===== src/rtl/core/pekx_pkg.sv =====
// shared types and constants for the pressure knot extractor
package pekx_pkg;

  localparam int unsigned LEN_W = 40;
  localparam int unsigned P_W   = 16;
  localparam int unsigned Q_W   = 17;

  localparam logic [1:0] ST_OK    = 2'd0;
  localparam logic [1:0] ST_SHORT = 2'd1;
  localparam logic [1:0] ST_DROP  = 2'd2;

  typedef enum logic [3:0] {
    S_IDLE,
    S_SQRT,
    S_STORE,
    S_FIRST_RD,
    S_DIV,
    S_EMIT,
    S_SCAN_RD,
    S_SCAN_EVAL,
    S_SHORT
  } state_t;

  typedef enum logic [1:0] {
    DK_FIRST,
    DK_INNER,
    DK_LAST
  } knot_kind_t;

  typedef struct packed {
    logic       load;
    logic       sqrt_start;
    logic       store;
    logic       clear;
    logic       rd_first;
    logic       rd_scan;
    logic       eval;
    logic       div_start;
    knot_kind_t kind;
    logic       emit;
    logic       emit_short;
  } ctl_t;

  typedef struct packed {
    logic sqrt_done;
    logic div_done;
    logic first_sample;
    logic is_final;
    logic full;
    logic short_stroke;
    logic scan_more;
    logic knot_hit;
  } sts_t;

endpackage


===== src/rtl/core/pekx_ctrl.sv =====
// stroke controller state machine
module pekx_ctrl (
  input  logic           clk,
  input  logic           rst,
  input  logic           start,
  output logic           busy,
  input  pekx_pkg::sts_t sts,
  output pekx_pkg::ctl_t ctl
);
  import pekx_pkg::*;

  state_t state, state_next;
  knot_kind_t kind, kind_next;
  logic [1:0] wait_cnt, wait_cnt_next;

  always_ff @(posedge clk) begin
    if (rst) begin
      state <= S_IDLE; kind <= DK_FIRST; wait_cnt <= '0;
    end else begin
      state <= state_next; kind <= kind_next; wait_cnt <= wait_cnt_next;
    end
  end

  always_comb begin
    state_next = state;
    kind_next = kind;
    wait_cnt_next = wait_cnt;
    ctl = '0;
    ctl.kind = kind;
    busy = (state != S_IDLE);
    case (state)
      S_IDLE: begin
        if (start) begin
          ctl.load = 1'b1; wait_cnt_next = '0; state_next = S_SQRT;
        end
      end
      S_SQRT: begin
        // a multiply stage and a sum stage, then the root
        if (wait_cnt != 2'd3) begin
          wait_cnt_next = wait_cnt + 2'd1;
          if (wait_cnt == 2'd2) ctl.sqrt_start = 1'b1;
        end else if (sts.sqrt_done) begin
          state_next = S_STORE;
        end
      end
      S_STORE: begin
        ctl.store = 1'b1;
        if (sts.is_final) state_next = S_FIRST_RD;
        else state_next = S_IDLE;
        wait_cnt_next = '0;
      end
      S_FIRST_RD: begin
        if (sts.short_stroke) begin
          state_next = S_SHORT;
        end else begin
          ctl.rd_first = 1'b1;
          wait_cnt_next = wait_cnt + 2'd1;
          if (wait_cnt == 2'd2) begin
            kind_next = DK_FIRST; state_next = S_DIV; ctl.div_start = 1'b0;
          end
        end
      end
      S_SHORT: begin
        ctl.emit_short = 1'b1; ctl.clear = 1'b1; state_next = S_IDLE;
      end
      S_DIV: begin
        ctl.div_start = 1'b1; state_next = S_EMIT;
      end
      S_EMIT: begin
        if (sts.div_done) begin
          ctl.emit = 1'b1;
          case (kind)
            DK_LAST: begin
              ctl.clear = 1'b1; state_next = S_IDLE;
            end
            default: begin
              state_next = S_SCAN_RD;
            end
          endcase
        end
      end
      S_SCAN_RD: begin
        if (sts.scan_more) begin
          ctl.rd_scan = 1'b1; state_next = S_SCAN_EVAL;
        end else begin
          kind_next = DK_LAST; state_next = S_DIV;
        end
      end
      S_SCAN_EVAL: begin
        ctl.eval = 1'b1;
        if (sts.knot_hit) begin
          kind_next = DK_INNER; state_next = S_DIV;
        end else begin
          state_next = S_SCAN_RD;
        end
      end
      default: state_next = S_IDLE;
    endcase
  end

  a_idle_no_emit: assert property (@(posedge clk) disable iff (rst)
    (state == S_IDLE) |-> !ctl.emit) else $error("emit while idle");
  a_load_idle: assert property (@(posedge clk) disable iff (rst)
    ctl.load |-> !busy) else $error("load while busy");
  a_clear_end: assert property (@(posedge clk) disable iff (rst)
    ctl.clear |=> (state == S_IDLE)) else $error("clear not at stroke end");
endmodule


===== config.mk =====
export PLATFORM = sky130hd
export DESIGN_NAME = pekx_ctrl
export DESIGN_NICKNAME = d
export VERILOG_FILES = /design/src/rtl/core/pekx_pkg.sv /design/src/rtl/core/pekx_ctrl.sv
export SDC_FILE = /design/constraint.sdc
export NUM_CORES = 1
export LEC_CHECK = 0
export ABC_AREA = 1
export BUFFER_PORTS_ARGS = -buffer_cell sky130_fd_sc_hd__buf_2
export CORE_AREA = 2 2 39 41
export CTS_CLUSTER_DIAMETER = 150
export DETAILED_ROUTE_END_ITERATION = 16
export DIE_AREA = 0 0 41 43
export PLACE_DENSITY = 0.73
export REMOVE_ABC_BUFFERS = 1
export SLEW_MARGIN = 30
export SYNTH_ARGS = -nofsm -noshare
export SYNTH_HDL_FRONTEND = slang
export SYNTH_SLANG_ARGS = --single-unit

===== constraint.sdc =====
create_clock -name clk -period 2.35 [get_ports clk]
set_clock_uncertainty 0.1 [all_clocks]
set_input_delay 0.235 -clock clk [delete_from_list [all_inputs] [get_ports clk]]
set_output_delay 0.235 -clock clk [all_outputs]
set_load 0.01 [all_outputs]

Yosys cells after proc, flatten, opt, wreduce, memory -nomap -nowiden
Cells that the tools add are included.

$add $sub $neg: 1. Equal/unequal tests: 21. Mux-type cells: 38. Reduce and logical (&&, ||, !) cells: 7.

Operators with widths (number): 4-bit one-hot mux with 8 select lines (1); 4-bit 2-to-1 mux (6); 2-bit 2-to-1 mux (10); 2-bit != test, second input constant (10); 1-bit 2-to-1 mux (17); 4-bit by 3-bit equality test with 1-bit output, second input constant (4); 5-bit AND reduction (2); 4-bit by 2-bit equality test with 1-bit output, second input constant (2); 2-bit one-hot mux with 4 select lines (1); 4-bit nonzero test (2); 2-bit one-hot mux with 3 select lines (1); 2-bit equality test, second input constant (2); 4-bit by 1-bit equality test with 1-bit output, second input constant (1); 4-bit equality test, second input constant (1); 4-bit zero test (1); 4-bit AND reduction (1); 3-bit 2-to-1 mux (1); 3-bit != test, second input constant (1); 3-bit nonzero test (1); 2-bit by 1-bit adder with 2-bit output, second input constant (1); 1-bit one-hot mux with 2 select lines (1).

Flip-flop bits (word level): 8. Input bits: 11. Output and inout bits: 13. Logic and storage cells: 70.

Longest topological paths before layout
Gate-level depths: netlist (run 1).

Depth after elaboration: 4. Mapped depth: 9. Depth with buffers taken out: 9.

Worst setup path after synthesis (run 1)
Ideal clock, no wire load.

Path kind: register to output. Start point: register state[0]. End point: output ctl[8] (netlist bit). Arrival: 1.101 ns. Required time: 2.015 ns. Path slack: 0.914 ns. Cell stages (with the launch flop): 6. Cells stage by stage: dfxtp_1 -> inv_2 -> nor2_2 -> nand2_1 -> nor2_1 -> a21o_1.

RTL lines: start, declared (RTL line pekx_ctrl.sv:12) `state_t state, state_next;`; start signal, assigned (RTL line pekx_ctrl.sv:20) `state <= state_next; kind <= kind_next; wait_cnt <= wait_cnt_next;`; end, declared (RTL line pekx_ctrl.sv:8) `output pekx_pkg::ctl_t ctl`.

==> results of run 1 <==
layout by cell type, fill, tap and decap left out, types with 2 or more instances in the layout:
cell type / instances
sky130_fd_sc_hd__nand2_2: 2
sky130_fd_sc_hd__nor3_1: 3
sky130_fd_sc_hd__dfxtp_1: 8
sky130_fd_sc_hd__nor2_1: 24
sky130_fd_sc_hd__clkbuf_4: 3
sky130_fd_sc_hd__nand3_1: 8
sky130_fd_sc_hd__inv_1: 19
sky130_fd_sc_hd__a21oi_1: 5
sky130_fd_sc_hd__nand2_1: 25
sky130_fd_sc_hd__buf_2: 21
sky130_fd_sc_hd__ha_1: 2
sequential cells by signal, indices dropped and copies added (netlist names):
signal,flops
kind,2
state,4
wait_cnt,2
metrics by stage:
step / utilization / hold slack, ps / power, mW / area, sq um / instances
2_1_floorplan: - / 204.1 / 0.3665 / 606.8 / 106
3_3_place_gp: 0.5289 / 378.9 / 0.4323 / 732.0 / 143
3_5_place_dp: 0.5289 / 388.9 / 0.4382 / 732.0 / 143
4_1_cts: 0.5452 / 102.1 / 0.5515 / 754.5 / 146
5_1_grt: 0.5452 / 95.09 / 0.6004 / 754.5 / 146
6_report: 0.5452 / 104.7 / 0.5462 / 754.5 / 146
metal layers:
layer,share of wire,vias up,track usage
li1,-,377,-
met1,0.44,320,0.2240
met2,0.49,14,0.3031
met3,0.046,4,0.07853
met4,0.019,0,0.1000
met5,0,-,0
critical path, delay by kind of cell (launching register included):
family / cells / cell delay, ps
compound gates: 1 / 130
buf+inv: 2 / 210
flops: 1 / 460
simple gates: 3 / 440
worst paths after layout:
kind | start | slack, ps | to | cells after the start
worst min register to register | kind[1] | 400 | kind[1] | 2
worst max-delay path | state[0] | 530 | ctl[8] | 6
worst min-delay path | rst | 100 | state[2] | 2
worst max register to register | state[1] | 880 | state[1] | 8
power by group:
group | total, mW | leakage [nW] | switching (mW) | internal (mW)
Sequential | 0.192 | 0.0650 | 0.0345 | 0.158
Combinational | 0.242 | 0.371 | 0.153 | 0.0894
Clock | 0.112 | 0.0138 | 0.0528 | 0.0587
logic make-up after synthesis:
group,share of synthesized area
AO/OA/AOI/OAI,0.06185
AND/OR/NAND/NOR,0.5093
flip-flops,0.2639
adder cells (fa/ha/maj),0.04123
buffers and inverters,0.1237
cell type report:
type                       instances  area share
multi-input combinational         78      0.4925
sequential                         8      0.2123
timing repair buffer              21      0.1393
inverter                          20     0.09950
clock buffer                       3     0.02985
tap                               16     0.02653
==> flow_summary_export.csv, run 1 <==
group,metric,value,unit
status,status,"finished clean",
final_layout,nNetsFinal,145,
yosys,cell_with_the_most_instances_after_synthesis,"sky130_fd_sc_hd__nand2_1",
clocking,clock_path_buffers,2,
drt,final_antenna_net_count,0,
place,dp.final_hpwl,1.236,mm
power,peakVddDrop,0.0003631,V
global_routing,global_route_wire_length_before_repair,2.283,mm
setup_path,crit_path_max_fanout,6,
drt,detail_route.first_pass.iterations,4,
job,max_cap_violations,0,
die,fp.dieArea,1763,sq um
final_layout,ff_latch_area,160.2,sq um
yosys,synth-seq-area-share,0.2639,
setup_path,cp_slowest_cell,"sky130_fd_sc_hd__dfxtp_1",
yosys,syn_area,606.8,sq um
yosys,netlist.top_cell.by_area,"sky130_fd_sc_hd__dfxtp_1",
sta,slew-limit-headroom,0.7071,
clocking,ctsRootBufferMaster,"sky130_fd_sc_hd__clkbuf_4",
yosys,synth.top_cells.by_area,"sky130_fd_sc_hd__dfxtp_1 26%, sky130_fd_sc_hd__nand2_1 15%, sky130_fd_sc_hd__nor2_1 15%, sky130_fd_sc_hd__inv_1 12%, sky130_fd_sc_hd__nand3_1 6.6%",
die,dieHeight,43,um
drt,avgViaCountPerCell,4.897,
place,routabilityCongestion,0.9120,
yosys,synth-edff-count,0,
sta,timing.setup.tns,0,ps
setup_path,slowest_delay,460,ps
final_layout,n_fill_cell,158,
die,num_io_pins,24,
global_routing,global_route.overflow_total,0,
yosys,post_syn_area_per_cell,5.725,sq um
clocking,cts_tree,"built",
yosys,ys_async_sr_fraction,0,
place,numPortBuffers,21,
final_layout,area_taken_by_multi_input_logic_gates,371.6,sq um
sta,layout_setup_ws,526.0,ps
power,leak,0.4497,nW
sta,setup_violators_final,0,
clocking,worst_skew_pair.late_latency,260,ps
sta,min_period,1824,ps
clocking,cts-resized-gates,0,
clocking,clock-sinks,8,
clocking,cts_buffer_count,3,
setup_path,cp_data_required_time,2020,ps
final_layout,drive_above_1_share,0.2385,
yosys,ys_dominant_reg_cell,"sky130_fd_sc_hd__dfxtp_1",
global_routing,grt_start_max_net_pins,9,
die,placementRows,14,
clocking,hold_buffers,0,
drt,drt_drc_violations_left,0,
setup_path,critPathKind,"reg -> out",
sta,achievable-frequency,548.2,MHz
yosys,synth-warning-count,0,
final_layout,diodes,0,
die,core_area,1384,sq um
drt,post_route_wl,1.497,mm
clocking,ctsHtreeMaxLevel,1,
place,placement.setup.worst_slack,787.3,ps
sta,report.final.hold_viol_count,0,
global_routing,first_global_vias,577,
yosys,synth.distinct_cells,19,
setup_path,crit_arrival,1490,ps
clocking,post_cts_buffers,0,
setup_path,cp-start-kind,"flip-flop",
drt,avgRoutedWirePerCell,10.25,um
die,initial_utilization,0.4385,
hold_path,hold_path_class,"in -> reg",
power,power_density,723.9,nW/um^2
drt,vias,715,
yosys,syn_inst,106,
final_layout,flow.area_growth_from_synthesis,24.33,%
global_routing,groute.usage.overall,0.1974,
drt,detailedRoute.firstIterationViolations,17,
yosys,ys_seq_elements,8,
sta,final_max_slew_viol_count,0,
setup_path,crit_path_end_kind,"output port",
yosys,synth.cells.most_frequent,"25 x sky130_fd_sc_hd__nand2_1, 24 x sky130_fd_sc_hd__nor2_1, 19 x sky130_fd_sc_hd__inv_1",
global_routing,antenna_found_initial,0,
sta,worst-slew-pin-transition,437.7,ps
yosys,top_area_cell_type_share_of_the_netlist_area,0.2639,
setup_path,timing.critical_path.cells,"inv_2 > nor2_2 > nand2_1 > nor2_1 > a21o_1 > buf_2",
sta,unrepaired_setup_endpoints_after_global_routing,"false",
sta,final.period_utilization,0.7762,
clocking,clkSlewWorstSetupHoldPaths,70,ps
die,die_w,41,um
(Power assumes the default switching activity.)
==> run 2: changes to the inputs <==
--- a/config.mk
+++ b/config.mk
@@ -5,13 +5,13 @@
 export SDC_FILE = /design/constraint.sdc
 export NUM_CORES = 1
 export LEC_CHECK = 0
-export ABC_AREA = 1
+export ABC_AREA = 0
 export BUFFER_PORTS_ARGS = -buffer_cell sky130_fd_sc_hd__buf_2
-export CORE_AREA = 2 2 39 41
+export CORE_AREA = 2 2 40 42
 export CTS_CLUSTER_DIAMETER = 150
 export DETAILED_ROUTE_END_ITERATION = 16
-export DIE_AREA = 0 0 41 43
-export PLACE_DENSITY = 0.73
+export DIE_AREA = 0 0 42 44
+export PLACE_DENSITY = 0.72
 export REMOVE_ABC_BUFFERS = 1
 export SLEW_MARGIN = 30
 export SYNTH_ARGS = -nofsm -noshare
==> constraint.sdc (replaced) <==
create_clock -name clk -period 1.9 [get_ports clk]
set_clock_uncertainty 0.1 [all_clocks]
set_input_delay 0.19 -clock clk [delete_from_list [all_inputs] [get_ports clk]]
set_output_delay 0.19 -clock clk [all_outputs]
set_load 0.01 [all_outputs]
==> flow_summary_export.csv, run 2 <==
group,metric,value,unit
final_layout,fin_util,0.5802,
final_layout,nNetsFinal,123,
setup_path,worst_setup_path_startpoint,"state[1]",
final_layout,final_common_cell,"sky130_fd_sc_hd__buf_2",
yosys,largest_family_of_logic_cells_by_synthesized_area,"simple AND/OR/NAND/NOR gates",
die,fp.dieArea,1848,sq um
die,core_area,1419,sq um
setup_path,rr_worst_depth,5,
clocking,worst_skew_pair.late_latency,260,ps
sta,slew-limit-headroom,0.7564,
sta,final.period_utilization,0.9627,
sta,achievable-frequency,546.7,MHz
setup_path,cp_data_required_time,1610,ps
power,peakVddDrop,0.0004423,V
sta,final_max_slew_viol_count,0,
drt,met2WireLength,750,um
yosys,synth-warning-count,0,
die,initial_utilization,0.4489,
sta,timing.setup.tns,0,ps
drt,routed.top_layer,"met4",
sta,worst-slew-pin-transition,356.2,ps
global_routing,global_route.overflow_total,0,
final_layout,largest-register,"state",
hold_path,hold_path_class,"in -> reg",
clocking,clkSlewWorstSetupHoldPaths,50,ps
drt,post_route_wl,1.532,mm
clocking,cts_tree,"built",
setup_path,regToRegStartpoint,"wait_cnt[0]",
drt,detail_route.wirelength.met1,673,um
yosys,muxShareOfSynthArea,0.03929,
power,leak,0.3575,nW
drt,final_antenna_net_count,0,
status,status,"finished clean",
yosys,synth_compound_gate_area_share,0.1847,
hold_path,end_of_the_worst_hold_path,"state[3]",
setup_path,cp-start-kind,"flip-flop",
sta,hold_ws,103.4,ps
drt,detailedRoute.firstIterationViolations,13,
yosys,ys_dominant_reg_cell,"sky130_fd_sc_hd__dfxtp_1",
clocking,clock-sinks,8,
yosys,syn_area,636.9,sq um
clocking,ctsRootBufferMaster,"sky130_fd_sc_hd__clkbuf_4",
setup_path,setup.reg_to_reg.worst_slack,80,ps
yosys,post_syn_area_per_cell,7.673,sq um
final_layout,flow.area_growth_from_synthesis,29.27,%
final_layout,diodes,0,
global_routing,antenna_found_initial,0,
yosys,yosys.area_share.adder,0.03929,
place,routabilityCongestion,0.8355,
job,max_cap_violations,0,
final_layout,area_taken_by_multi_input_logic_gates,436.7,sq um
hold_path,timing.hold.worst_path_depth,3,
yosys,netlist.top_cell.by_area,"sky130_fd_sc_hd__dfxtp_1",
drt,avgViaCountPerCell,5.581,
yosys,syn_inst,83,
clocking,clock_path_buffers,2,
yosys,cell_with_the_most_instances_after_synthesis,"sky130_fd_sc_hd__dfxtp_1",
clocking,hold_buffers,0,
clocking,cts_buffer_count,3,
setup_path,critPathKind,"reg -> out",
yosys,synth.cells.most_frequent,"8 x sky130_fd_sc_hd__dfxtp_1, 7 x sky130_fd_sc_hd__nand2b_1, 7 x sky130_fd_sc_hd__nor2_1",
final_layout,drive_above_1_share,0.3611,
hold_path,worst_hold_startpoint,"sts[2]",
setup_path,crit_arrival,1540,ps
yosys,top_area_cell_type_share_of_the_netlist_area,0.2515,
setup_path,rr_endpoint,"state[0]",
drt,avgRoutedWirePerCell,12.35,um
sta,report.final.hold_viol_count,0,
die,die_w,42,um
drt,detail_route.first_pass.iterations,4,
final_layout,ff_latch_area,167.7,sq um
die,num_io_pins,24,
drt,vias,692,
yosys,synth-seq-area-share,0.2515,
drt,drt_drc_violations_left,0,
place,dp.final_hpwl,1.130,mm
setup_path,crit_path_max_fanout,15,
sta,setup_violators_final,0,
sta,min_period,1829,ps
die,placementRows,14,
clocking,ctsHtreeMaxLevel,1,
yosys,yosys.area_share.xor_xnor,0,
die,dieHeight,44,um
drt,met3_routed_length,94,um
yosys,synth.distinct_cells,35,
final_layout,reg.largest.list,"state x4, kind x2, wait_cnt x2",
yosys,synth-edff-count,0,
final_layout,n_fill_cell,140,
final_layout,largest_reg_flops,4,
setup_path,crit_path_end_kind,"output port",
global_routing,first_global_vias,584,
yosys,ys_seq_elements,8,
power,power_density,620.8,nW/um^2
yosys,ys_async_sr_fraction,0,
global_routing,grt_start_max_net_pins,16,
yosys,synth-simple-area-share,0.4047,
power,report.power.total,511.1,uW
place,numPortBuffers,21,
global_routing,groute.usage.overall,0.1747,
yosys,synth.top_cells.by_area,"sky130_fd_sc_hd__dfxtp_1 25%, sky130_fd_sc_hd__nand2b_1 6.9%, sky130_fd_sc_hd__or3_1 4.9%, sky130_fd_sc_hd__nor2_1 4.1%, sky130_fd_sc_hd__ha_1 3.9%",
final_layout,layout.cells.most_common_list,"21 x sky130_fd_sc_hd__buf_2, 7 x sky130_fd_sc_hd__nand2b_1, 7 x sky130_fd_sc_hd__buf_4",
global_routing,global_route_wire_length_before_repair,2.470,mm
## run 2: metrics by stage
stage               cells  worst slack (ps)  instance area [sq um]
finish                124             70.84                  823.3
global route          124            -2.121                  823.3
CTS                   123             18.80                  802.0
detailed placement    120             53.93                  774.5
global placement      120             71.01                  774.5
floorplan              77            -1.729                  604.3
## run 2: worst max path at each step
stage                           to  slack (ps)  cells after the start
final                       ctl[8]          70                      5
after global routing        ctl[8]          -2                      5
after CTS                   ctl[8]          20                      5
after detailed placement  state[0]          50                      5
after global placement    state[0]          70                      5
after floorplan           state[0]          -2                      4
## run 2: cell type report
cell class                 count  area share
inverter                       5     0.02280
sequential                     8      0.2036
multi-input combinational     64      0.5304
clock buffer                   3     0.02736
timing repair buffer          28      0.1915
tap                           16     0.02432
## run 2: cell families (layout without fill, tap and decap cells)
logic type	count (synthesis)	count (layout)
adders and majority gates	2	2
buffers and inverters	11	36
DFF	8	8
and+or+nand+nor	44	44
AOI/OAI and AO/OA	16	16
muxes	2	2
## run 2: critical path, stage by stage, from the launching register on
cell and delay [ps]:
sky130_fd_sc_hd__dfxtp_1 300, sky130_fd_sc_hd__buf_4 180, sky130_fd_sc_hd__or3_1 390, sky130_fd_sc_hd__nor2_2 130, sky130_fd_sc_hd__a31o_2 160, sky130_fd_sc_hd__buf_2 120
## run 2: repair_timing
action,4_1_cts,5_1_grt
endpoints found under the hold margin,0,0
setup endpoints to repair,2,2
buffers inserted,0,1
resized for setup,3,3
pin swaps,0,0
gates cloned,0,0
## run 2: power breakdown
part	switching [mW]	leakage, nW	total (mW)	internal, mW
Combinational	0.0905	0.277	0.185	0.0949
Sequential	0.0134	0.0663	0.193	0.180
Clock	0.0600	0.0138	0.132	0.0724
## run 2: routing by layer
metal | vias to the layer above | GRT usage
met1 | 313 | 0.2127
met3 | 2 | 0.04167
met4 | 0 | 0.07742
li1 | 354 | -
met2 | 23 | 0.2938
met5 | - | 0
==> run 3: changes to the inputs <==
--- a/config.mk
+++ b/config.mk
@@ -7,11 +7,13 @@
 export LEC_CHECK = 0
 export ABC_AREA = 0
 export BUFFER_PORTS_ARGS = -buffer_cell sky130_fd_sc_hd__buf_2
-export CORE_AREA = 2 2 40 42
+export CELL_PAD_IN_SITES_DETAIL_PLACEMENT = 2
+export CELL_PAD_IN_SITES_GLOBAL_PLACEMENT = 2
+export CORE_AREA = 2 2 54 56
 export CTS_CLUSTER_DIAMETER = 150
 export DETAILED_ROUTE_END_ITERATION = 16
-export DIE_AREA = 0 0 42 44
-export PLACE_DENSITY = 0.72
+export DIE_AREA = 0 0 56 58
+export PLACE_DENSITY = 0.82
 export REMOVE_ABC_BUFFERS = 1
 export SLEW_MARGIN = 30
 export SYNTH_ARGS = -nofsm -noshare
==> flow_summary_export.csv, run 3 (synthesized netlist as in run 2, its figures left out) <==
group,metric,value,unit
final_layout,diodes,0,
power,cellInternalPower,350.9,uW
final_layout,n_fill_cell,330,
clocking,clock-sinks,8,
place,dp.final_hpwl,1.766,mm
drt,post_route_wl,2.248,mm
setup_path,cp-start-kind,"flip-flop",
setup_path,critPathKind,"reg -> reg",
place,routabilityCongestion,0.6995,
power,pwr-share-seq,0.356,
die,core_area,2663,sq um
drt,vias,732,
setup_path,crit_path_max_fanout,4,
place,numPortBuffers,21,
final_layout,nNetsFinal,126,
hold_path,hold_path_class,"in -> reg",
sta,final.period_utilization,0.9737,
sta,report.final.hold_viol_count,0,
die,dieHeight,58,um
clocking,clkSlewWorstSetupHoldPaths,60,ps
drt,avgViaCountPerCell,5.155,
final_layout,largest-register,"state",
final_layout,largest_reg_flops,4,
sta,min_period,1850,ps
setup_path,crit_path_end_kind,"flip-flop",
sta,unrepaired_setup_endpoints_after_global_routing,"true",
power,power_density,600.9,nW/um^2
power,peakVddDrop,0.0002584,V
die,fp.dieArea,3248,sq um
sta,hold_ws,116.5,ps
final_layout,final_common_cell,"sky130_fd_sc_hd__buf_2",
global_routing,global_route_wire_length_before_repair,3.815,mm
final_layout,drive_above_1_share,0.4054,
setup_path,cp_data_required_time,1940,ps
sta,slew-limit-headroom,0.7450,
drt,detailedRoute.firstIterationViolations,3,
power,power.share.switching,0.3400,
global_routing,grt_start_max_net_pins,16,
power,power.share.clock,0.246,
status,status,"finished clean",
sta,achievable-frequency,540.5,MHz
job,max_cap_violations,0,
sta,setup_violators_final,0,
global_routing,groute.usage.overall,0.1488,
clocking,cts_tree,"built",
final_layout,layout.cells.most_common_list,"21 x sky130_fd_sc_hd__buf_2, 9 x sky130_fd_sc_hd__buf_4, 7 x sky130_fd_sc_hd__nand2b_1",
drt,detail_route.first_pass.iterations,4,
clocking,ctsHtreeMaxLevel,1,
die,num_io_pins,24,
die,initial_utilization,0.2392,
sta,final_max_slew_viol_count,0,
setup_path,crit_arrival,1890,ps
power,leak,0.3768,nW
global_routing,antenna_found_initial,0,
final_layout,flow.area_growth_from_synthesis,38.90,%
clocking,clock_path_buffers,2,
drt,final_antenna_net_count,0,
sta,worst-slew-pin-transition,372.9,ps
clocking,ctsRootBufferMaster,"sky130_fd_sc_hd__clkbuf_4",
drt,avgRoutedWirePerCell,15.83,um
die,die_w,56,um
drt,drt_drc_violations_left,0,
global_routing,first_global_vias,837,
die,placementRows,19,
final_layout,reg.largest.list,"state x4, kind x2, wait_cnt x2",
clocking,worst_skew_pair.late_latency,250,ps
global_routing,global_route.overflow_total,0,
clocking,cts_buffer_count,3,
power,p_comb_frac,0.398,
place,placement.setup.worst_slack,20.92,ps
sta,layout_setup_ws,49.88,ps
power,switching_power,180.7,uW
-- run 3: worst max-delay path: stages (launching register included) --
cell and delay (ps):
sky130_fd_sc_hd__dfxtp_1 330, sky130_fd_sc_hd__ha_1 220, sky130_fd_sc_hd__and3_1 170, sky130_fd_sc_hd__o32a_1 380, sky130_fd_sc_hd__o31ai_4 220, sky130_fd_sc_hd__mux2_4 320
-- run 3: repair_timing --
action | in CTS | in global routing
gates resized for setup | 4 | 6
setup buffers | 2 | 1
setup endpoints to repair | 2 | 2
endpoints found under the hold margin | 0 | 0
hold buffers | 0 | 0
pin swaps | 0 | 1
-- run 3: final cells by class --
| cell class | instances | area, sq um | share of cell area |
|---|---|---|---|
| Tap cell | 31 | 38.79 | 0.04385 |
| Inverter | 5 | 18.77 | 0.02122 |
| Sequential cell | 8 | 165.2 | 0.1867 |
| Multi-Input combinational cell | 64 | 455.4 | 0.5149 |
| Timing Repair Buffer | 31 | 183.9 | 0.2079 |
| Clock buffer | 3 | 22.52 | 0.02546 |
-- run 3: path summary, 6_finish.rpt --
kind	start	endpoint	slack, ps	cells past startpoint
setup / recovery	wait_cnt[0]	state[0]	50	5
hold / removal	sts[2]	state[3]	120	3
setup reg to reg	wait_cnt[0]	state[0]	50	5
hold reg to reg	wait_cnt[1]	wait_cnt[1]	390	2
-- run 3: power groups by stage --
stage | logic (mW) | registers [mW] | clock network [mW]
after floorplan | 0.0911 | 0.207 | 0
after global placement | 0.162 | 0.201 | 0
after detailed placement | 0.176 | 0.202 | 0
after CTS | 0.206 | 0.188 | 0.142
after global routing | 0.233 | 0.191 | 0.153
final | 0.211 | 0.189 | 0.131
-- run 3: through the flow --
stage          setup TNS, ps  total power [mW]  cell area, sq um  std cells    util
2_1_floorplan         -1.729            0.2979             604.3         77       -
6_report                   0            0.5316             884.6        142  0.3322
5_1_grt               -9.934            0.5771             884.6        142  0.3322
4_1_cts                    0            0.5348             845.8        141  0.3177
3_3_place_gp               0            0.3632             800.8        136  0.3008
3_5_place_dp               0            0.3780             800.8        136  0.3008
-- run 3: metal layers --
layer / global-route usage / share of wire
met5: 0 / 0
met4: 0.05102 / 0
met3: 0.02455 / 0.042
met2: 0.2891 / 0.54
met1: 0.1628 / 0.41
